==> config.mk <==
export PLATFORM = sky130hd
export DESIGN_NAME = sortq_cell
export DESIGN_NICKNAME = d
export VERILOG_FILES = /design/src/rtl/sorted_insertion_queue_defines.svh /design/src/rtl/sortq_pkg.sv /design/src/rtl/sortq_cell.sv
export SDC_FILE = /design/constraint.sdc
export NUM_CORES = 1
export LEC_CHECK = 0
export ABC_AREA = 1
export BUFFER_PORTS_ARGS = -buffer_cell sky130_fd_sc_hd__buf_2
export CAP_MARGIN = 20
export CORE_MARGIN = 1
export CORE_UTILIZATION = 45
export DETAILED_ROUTE_END_ITERATION = 12
export HOLD_SLACK_MARGIN = 0.05
export PLACE_DENSITY = 0.81
export RECOVER_POWER = 50
export REMOVE_ABC_BUFFERS = 1
export SYNTH_ARGS = -nofsm -noshare
export SYNTH_HDL_FRONTEND = slang
export SYNTH_SLANG_ARGS = --single-unit
==> constraint.sdc <==
create_clock -name clk -period 3.3 [get_ports clk]
set_clock_uncertainty 0.05 [all_clocks]
set_input_delay 0.165 -clock clk [delete_from_list [all_inputs] [get_ports clk]]
set_output_delay 0.165 -clock clk [all_outputs]
set_load 0.02 [all_outputs]
==> src/rtl/sorted_insertion_queue_defines.svh <==
// ----------------------------------------------------------------------------
// Sorted insertion queue assertion macros
// Concurrent check wrappers, empty when SYNTH is defined.
// ----------------------------------------------------------------------------
`ifndef SORTED_INSERTION_QUEUE_DEFINES_SVH
`define SORTED_INSERTION_QUEUE_DEFINES_SVH
`ifndef SYNTH
`define SIQ_ASSERT(label, expr, msg) \
    label: assert property (@(posedge clk) disable iff (!rst_n) (expr)) else $error(msg);
`define SIQ_ASSERT_IMP(label, ante, cons, msg) \
    label: assert property (@(posedge clk) disable iff (!rst_n) (ante) |-> (cons)) \
        else $error(msg);
`else
`define SIQ_ASSERT(label, expr, msg)
`define SIQ_ASSERT_IMP(label, ante, cons, msg)
`endif
`endif

==> src/rtl/sortq_pkg.sv <==
// ----------------------------------------------------------------------------
// Sorted insertion queue package
// Sizes, command and status codes and shared types.
// ----------------------------------------------------------------------------
package sortq_pkg;

    localparam int CAPACITY = 64;
    localparam int CW       = $clog2(CAPACITY + 1);
    localparam int LANES    = 8;
    localparam int NG       = (CAPACITY + LANES - 1) / LANES;

    typedef logic signed [31:0] value_t;
    typedef logic [CW-1:0]      count_t;

    typedef enum logic [2:0] {
        CMD_INSERT    = 3'd0,
        CMD_POP_FRONT = 3'd1,
        CMD_POP_BACK  = 3'd2,
        CMD_READ      = 3'd3,
        CMD_CLEAR     = 3'd4
    } command_t;

    typedef enum logic [1:0] {
        ST_OK    = 2'd0,
        ST_EMPTY = 2'd1,
        ST_RANGE = 2'd2,
        ST_FULL  = 2'd3
    } status_t;

    typedef enum logic [1:0] {
        S_IDLE,
        S_EXEC,
        S_FIN
    } state_t;

    typedef struct packed {
        logic insert;
        logic pop_front;
    } cell_op_t;

endpackage

==> src/rtl/sortq_cell.sv <==
// ----------------------------------------------------------------------------
// Sorted insertion queue cell
// Holds one entry; shifts right on insert past it, left on pop front.
// ----------------------------------------------------------------------------
module sortq_cell
(
    input  logic               clk,
    input  sortq_pkg::cell_op_t op,
    input  sortq_pkg::value_t  ins_value,
    input  logic               valid,
    input  logic               at_end,
    input  logic               left_gt,
    input  sortq_pkg::value_t  left_value,
    input  sortq_pkg::value_t  right_value,
    output logic               gt,
    output sortq_pkg::value_t  value
);

    sortq_pkg::value_t value_reg;
    sortq_pkg::value_t value_next;

    assign gt    = valid && (value_reg > ins_value);
    assign value = value_reg;

    always_comb
    begin
        value_next = value_reg;
        if (op.insert)
        begin
            if (left_gt)
            begin
                value_next = left_value;
            end
            else if (gt || at_end)
            begin
                value_next = ins_value;
            end
        end
        else if (op.pop_front)
        begin
            value_next = right_value;
        end
    end

    always_ff @(posedge clk)
    begin
        value_reg <= value_next;
    end

endmodule

==> metrics, run 1 <==
run status=finished clean; TritonCTS clock tree=done; starting utilization of the core area=0.478; number of synthesized register bits=32; Total Negative Setup Slacks=0 ns; length of the first detailed-routing pass in iterations=4; Required @ worst endpoint=3.23 ns; number of setup buffers added after CTS=0; number of buffers added on ports=134; worst-case headroom to the max-slew limit=0.0187; total number of vias=between 2000 and 3000; initial DRC count=101; number of standard cells in the final layout excluding fillers=528; Sink Count=32; worst ir drop on vdd=0.209 mV; final worst slack=0.727 ns; layout cells sized above 1=0.251; worst endpoint data arrival time=2.51 ns; Reg clk slew, reported paths=roughly 0.070 ns; time the worst path needs with I/O delays and setup=approximately 2.6 ns; number of standard cells after synthesis=around 320; # nets final=591; Antenna Cells=0; netlist area before placement=2490 um2; highest net fanout along the worst path=19; storage element area=just under 1000 um2; average vias per placed instance=approximately 4.9; post-route ant nets=0; yosys synthesis warning count=0; DRC errors left=0; Place WS=0.732 ns; routed wire length per instance=12.0 um; number of gates resized after CTS=0; number of instances in the placed design=just over 500; Final Hold Viols=0; num rows=26; maximum number of pins on one net before global-route repair=35; global-route usage over all layers=0.225; buffer levels on the longest clock path=2; antenna violations before repair=0; global-route wire length before repair=10700 um; total overflow reported by the global router=0; number of global-route vias before repair=about 2600; portion of the clock cycle consumed by the worst path in the final layout=0.780; chip height=76.3 um; Area Growth Syn to Fin=32.4%; die area=5830 um2; Chip Width=between 70 and 80 um; Max-cap violations=0; maximum clock frequency=389 MHz; gp weighted congestion=0.773; sequential area share after synthesis=0.387; I/O pin cnt=135; worst hold slack=0.115 ns; number of buffers created by CTS=5; later-pin clock latency in the skew report=between 0.2 and 0.3 ns; Least-Margin Pin Slew=~1.5 ns; final setup violation count=0; max FFs per register=32; detailed-route wire length=6340 um; Max Transition Viols Final=0; utilization of the core after routing=0.632; # hold bufs at CTS=0; unrepaired setup endpoints after global routing=false; average cell area after synthesis=7.67 um2; multi-input gate area in the final layout=around 1300 um2; total power density per cell area=362 nW/um2; Fillers=484; Core Footprint=5200 um2; reported leakage power=1.68 nW; number of distinct library cells after synthesis=21; Clock H-tree levels=2; category of the worst setup path capture point=flop; Setup Crit Path Kind=reg2reg; kind of launch point of the worst setup path=flop; class of the tightest hold or removal check=in2reg; root cell of the clock tree=clkbuf_8; Detail Placement HPWL=4820 um
-- synthesized netlist by cell type --
master	count	area, um2
a21boi_0	1	7.51
a21o_1	1	7.51
a21oi_1	14	70.1
a21oi_2	1	8.76
clkbuf_1	12	45.0
clkinv_1	1	3.75
edfxtp_1	32	961
ha_1	32	400
inv_1	43	161
nand2_1	69	259
nand2_2	1	6.26
nand3_1	2	10.0
nand3_2	1	10.0
nand4_1	1	6.26
nand4_2	1	12.5
nor2_1	41	154
nor2_2	2	12.5
nor3_1	1	5.00
o21a_1	2	15.0
o21ai_0	65	325
o21ai_1	1	5.00
-- routing by layer --
metal  share of wire  global-route usage  up-vias
met3           0.045              0.0467        2
met4          0.0019              0.0288        0
met1            0.44               0.251     1138
li1                -                   -     1341
met2            0.52               0.442       82
met5               0                   0        -
-- cell families after synthesis --
group	count (synthesis)	synth area share
and+or+nand+nor	119	0.191
AOI/OAI and AO/OA	85	0.177
adders and majority gates	32	0.161
DFF	32	0.387
buffers and inverters	56	0.0845
-- cell usage in the layout (no fill, tap or decap), drive strengths merged --
master | Yosys | routed
a21boi | 1 | 1
a21o | 1 | 1
a21oi | 15 | 15
buf | 0 | 104
clkbuf | 12 | 41
clkinv | 1 | 2
edfxtp | 32 | 32
ha | 32 | 32
inv | 43 | 43
nand2 | 70 | 70
nand3 | 3 | 3
nand4 | 2 | 2
nor2 | 43 | 43
nor3 | 1 | 1
o21a | 2 | 2
o21ai | 66 | 66
-- final timing paths --
path	startpoint	to	slack [ns]	cells after the start
max	value[5]	value[2]	0.73	13
min	right_value[27]	value[27]	0.11	3
max reg2reg	value[5]	value[2]	0.73	13
min reg2reg	value[31]	value[31]	1.04	4
-- stage by stage --
| stage | total power, mW | area, um2 |
|---|---|---|
| after floorplan | 0.759 | 2440 |
| after global placement | 0.913 | 3240 |
| after detailed placement | 0.927 | 3240 |
| after CTS | 1.21 | 3320 |
| after global routing | 1.27 | 3290 |
| final | 1.19 | 3290 |
-- layout make-up --
class,instances,area share
Inverter,44,0.0502
Timing Repair Buffer,138,0.205
Multi-Input combinational cell,236,0.402
Tap cell,70,0.0266
Clock inverter,1,0.00114
Sequential cell,32,0.292
Clock buffer,7,0.0232
-- report_power, final --
| group | internal [mW] | switching [mW] |
|---|---|---|
| sequential | 0.503 | 0.0240 |
| clock | 0.147 | 0.136 |
| combinational | 0.149 | 0.234 |
-- critical path: stages (launching register included) --
cell,delay (ns)
edfxtp_1,0.39
ha_1,0.32
a21oi_1,0.17
nor2_1,0.06
nor2_1,0.11
nand2_1,0.08
nand2_1,0.05
nand2_1,0.06
nand2_1,0.08
nand2_1,0.06
nand2_1,0.07
nand3_2,0.09
a21oi_4,0.45
buf_12,0.23
Note: power is estimated with default switching activity, not from simulation.
==> inputs of run 2 (changes only) <==
--- a/config.mk
+++ b/config.mk
@@ -5,14 +5,14 @@
 export SDC_FILE = /design/constraint.sdc
 export NUM_CORES = 1
 export LEC_CHECK = 0
-export ABC_AREA = 1
+export ABC_AREA = 0
 export BUFFER_PORTS_ARGS = -buffer_cell sky130_fd_sc_hd__buf_2
 export CAP_MARGIN = 20
 export CORE_MARGIN = 1
-export CORE_UTILIZATION = 45
+export CORE_UTILIZATION = 41
 export DETAILED_ROUTE_END_ITERATION = 12
 export HOLD_SLACK_MARGIN = 0.05
-export PLACE_DENSITY = 0.81
+export PLACE_DENSITY = 0.78
 export RECOVER_POWER = 50
 export REMOVE_ABC_BUFFERS = 1
 export SYNTH_ARGS = -nofsm -noshare
==> constraint.sdc (replaced) <==
create_clock -name clk -period 2.18 [get_ports clk]
set_clock_uncertainty 0.05 [all_clocks]
set_input_delay 0.109 -clock clk [delete_from_list [all_inputs] [get_ports clk]]
set_output_delay 0.109 -clock clk [all_outputs]
set_load 0.02 [all_outputs]
==> run 2 against run 1 <==
- setup slack got worse by 1.2 ns
- critical path type unchanged
- cell count fell by 6.4%
- the flow now finishes with violations (setup timing)
- clock power up 56%
- sequential cell count did not move
- utilization is 1.0 points higher
- clock-buffer cell count is the same
- critical path depth decreased by 4
- first-iteration DRC count fell by 52%
- maximum frequency down 2.2%
- sequential share of layout area fell by 2.7 points
==> metrics, run 2 <==
run status=complete, but fails checks; violated checks=setup timing; buffer levels on the longest clock path=2; I/O pin cnt=approximately 140; highest net fanout along the worst path=8; Final Hold Viols=0; reported leakage power=1.84 nW; kind of launch point of the worst setup path=flop; cell types with the largest area share after synthesis=edfxtp_1, ha_1, mux2i_1; storage element area=roughly 960 um2; die area=6290 um2; total power density per cell area=~530 nW/um2; average cell area after synthesis=between 9 and 10 um2; time the worst path needs with I/O delays and setup=2.63 ns; most frequent cells in the layout=buf_2, a21oi_1, nor2_1; Core Footprint=5640 um2; net switching component of the power=around 620 uW; maximum number of pins on one net before global-route repair=33; worst ir drop on vdd=0.288 mV; post-route ant nets=0; # nets final=555; worst-case headroom to the max-slew limit=0.0969; multi-input gate area in the final layout=about 1400 um2; Setup Crit Path Kind=reg2reg; antenna violations before repair=0; TritonCTS clock tree=done; detailed-route wire length=6590 um; unrepaired setup endpoints after global routing=true; Final Cell Area=around 3600 um2; initial DRC count=48; average vias per placed instance=4.92; switching portion of total power=0.320; Least-Margin Pin Slew=1.35 ns; length of the first detailed-routing pass in iterations=4; gp weighted congestion=0.820; portion of the clock cycle consumed by the worst path in the final layout=1.21; number of instances in the placed design=480; most frequent cell after synthesis=a21oi_1; global-route wire length before repair=10400 um; number of global-route vias before repair=2390; chip height=79.3 um; Clock power frac=0.228; top cell type by total area after synthesis=edfxtp_1; Required @ worst endpoint=2.14 ns; Max Transition Viols Final=0; Max-cap violations=0; yosys synthesis warning count=0; combinational cell fraction of total power=0.359; total number of vias=~2400; fraction of registers with async set or reset after synthesis=0; number of buffers added on ports=about 130; design internal power=1.31 mW; later-pin clock latency in the skew report=0.28 ns; Sink Count=32; standard cell area after detailed placement=3390 um2; global-route usage over all layers=0.213; number of standard cells after synthesis=261; total overflow reported by the global router=0; Fillers=490; number of standard cells in the final layout excluding fillers=494; power share of the sequential group=0.413; category of the worst setup path capture point=flop; number of buffers created by CTS=5; netlist area before placement=2450 um2; Antenna Cells=0; Chip Width=79.3 um; root cell of the clock tree=clkbuf_8; worst hold slack=0.0951 ns; DRC errors left=0; top_reg_cell synth=edfxtp_1; number of synthesized register bits=32; maximum clock frequency=380 MHz; share of the synthesized area in the top cell type=0.392; Clock H-tree levels=2; most frequent standard cell in the layout excluding fill and tap cells=buf_2; number of distinct library cells after synthesis=27; Detail Placement HPWL=5210 um; starting utilization of the core area=0.434; layout cells sized above 1=0.427; final setup violation count=33; final worst slack=-0.452 ns; worst endpoint data arrival time=roughly 2.6 ns; most frequent cells after synthesis=a21oi_1, nor2_1, inv_1; EDFF count, synth=32; routed wire length per instance=about 13 um; # hold bufs at CTS=0; Reg clk slew, reported paths=0.07 ns; sequential area share after synthesis=0.392; max FFs per register=32; Area Growth Syn to Fin=48.0%; num rows=27; class of the tightest hold or removal check=in2reg
==> run 2: cell types whose count changed in the layout (fill, tap and decap cells not counted), moves of 4 or more <==
cell / delta
o21ai_0: -63
nand2_1: -62
mux2i_1: +32
buf_2: +31
clkbuf_1: -31
a21oi_1: +29
buf_4: +24
inv_1: -9
ha_1: -7
ha_4: +7
nand4_1: +7
nor2_1: -4
==> run 2: power groups by stage <==
stage	Clock [mW]	Combinational [mW]	Sequential (mW)
floorplan	0	0.245	0.882
global placement	0	0.626	0.799
detailed placement	0	0.643	0.805
CTS	0.451	0.691	0.795
global route	0.471	0.771	0.805
finish	0.441	0.693	0.798
==> run 2: kinds of logic (layout without fill, tap and decap cells) <==
family,count (synthesis),in the layout,share of synthesized area
AO/OA/AOI/OAI,59,59,0.134
buffers and inverters,45,206,0.0700
AND/OR/NAND/NOR,61,61,0.110
flip-flops,32,32,0.392
adder cells (fa/ha/maj),32,32,0.163
multiplexers,32,32,0.131
==> run 2: layer usage <==
| metal | part of all wire | global-route usage |
|---|---|---|
| met5 | 0 | 0 |
| met4 | 0.015 | 0.0545 |
| met3 | 0.071 | 0.0598 |
| met2 | 0.49 | 0.378 |
| met1 | 0.42 | 0.251 |
==> run 2: metrics by stage <==
stage	power [mW]	worst slack, ns	util	setup TNS [ns]
final	1.93	-0.452	0.642	-14.25
after global routing	2.05	-0.565	0.642	-18.00
after CTS	1.94	-0.428	0.642	-13.93
after detailed placement	1.45	-0.619	0.600	-20.01
after global placement	1.42	-0.564	0.600	-18.16
after floorplan	1.13	-2.15	-	-68.86
==> run 2: worst paths after layout <==
| path | startpoint | slack, ns | to | depth (start not counted) |
|---|---|---|---|---|
| max reg2reg | value[13] | -0.45 | value[8] | 9 |
| min reg2reg | value[31] | 1.18 | value[0] | 6 |
| max | value[13] | -0.45 | value[8] | 9 |
| min | right_value[28] | 0.1 | value[28] | 3 |
==> run 2: cell type report <==
cell class	instances	area share
Sequential cell	32	0.265
Tap cell	72	0.0249
Clock inverter	1	0.00104
Inverter	34	0.0352
Multi-Input combinational cell	184	0.399
Timing Repair Buffer	164	0.254
Clock buffer	7	0.0211
==> run 2: timing repair <==
item	CTS	global route
resized for setup	15	4
gates cloned	1	0
hold endpoints to repair	0	0
buffers inserted	7	0
pin swaps	21	1
endpoints found under the setup margin	33	33
==> run 2: worst max-delay path, cell delays in order (launching register included) <==
cell,delay (ns)
edfxtp_1,0.41
ha_1,0.32
nand4_1,0.13
nor2_1,0.07
a221o_1,0.29
o31a_1,0.26
or3_4,0.35
a31oi_4,0.23
buf_6,0.14
buf_16,0.12
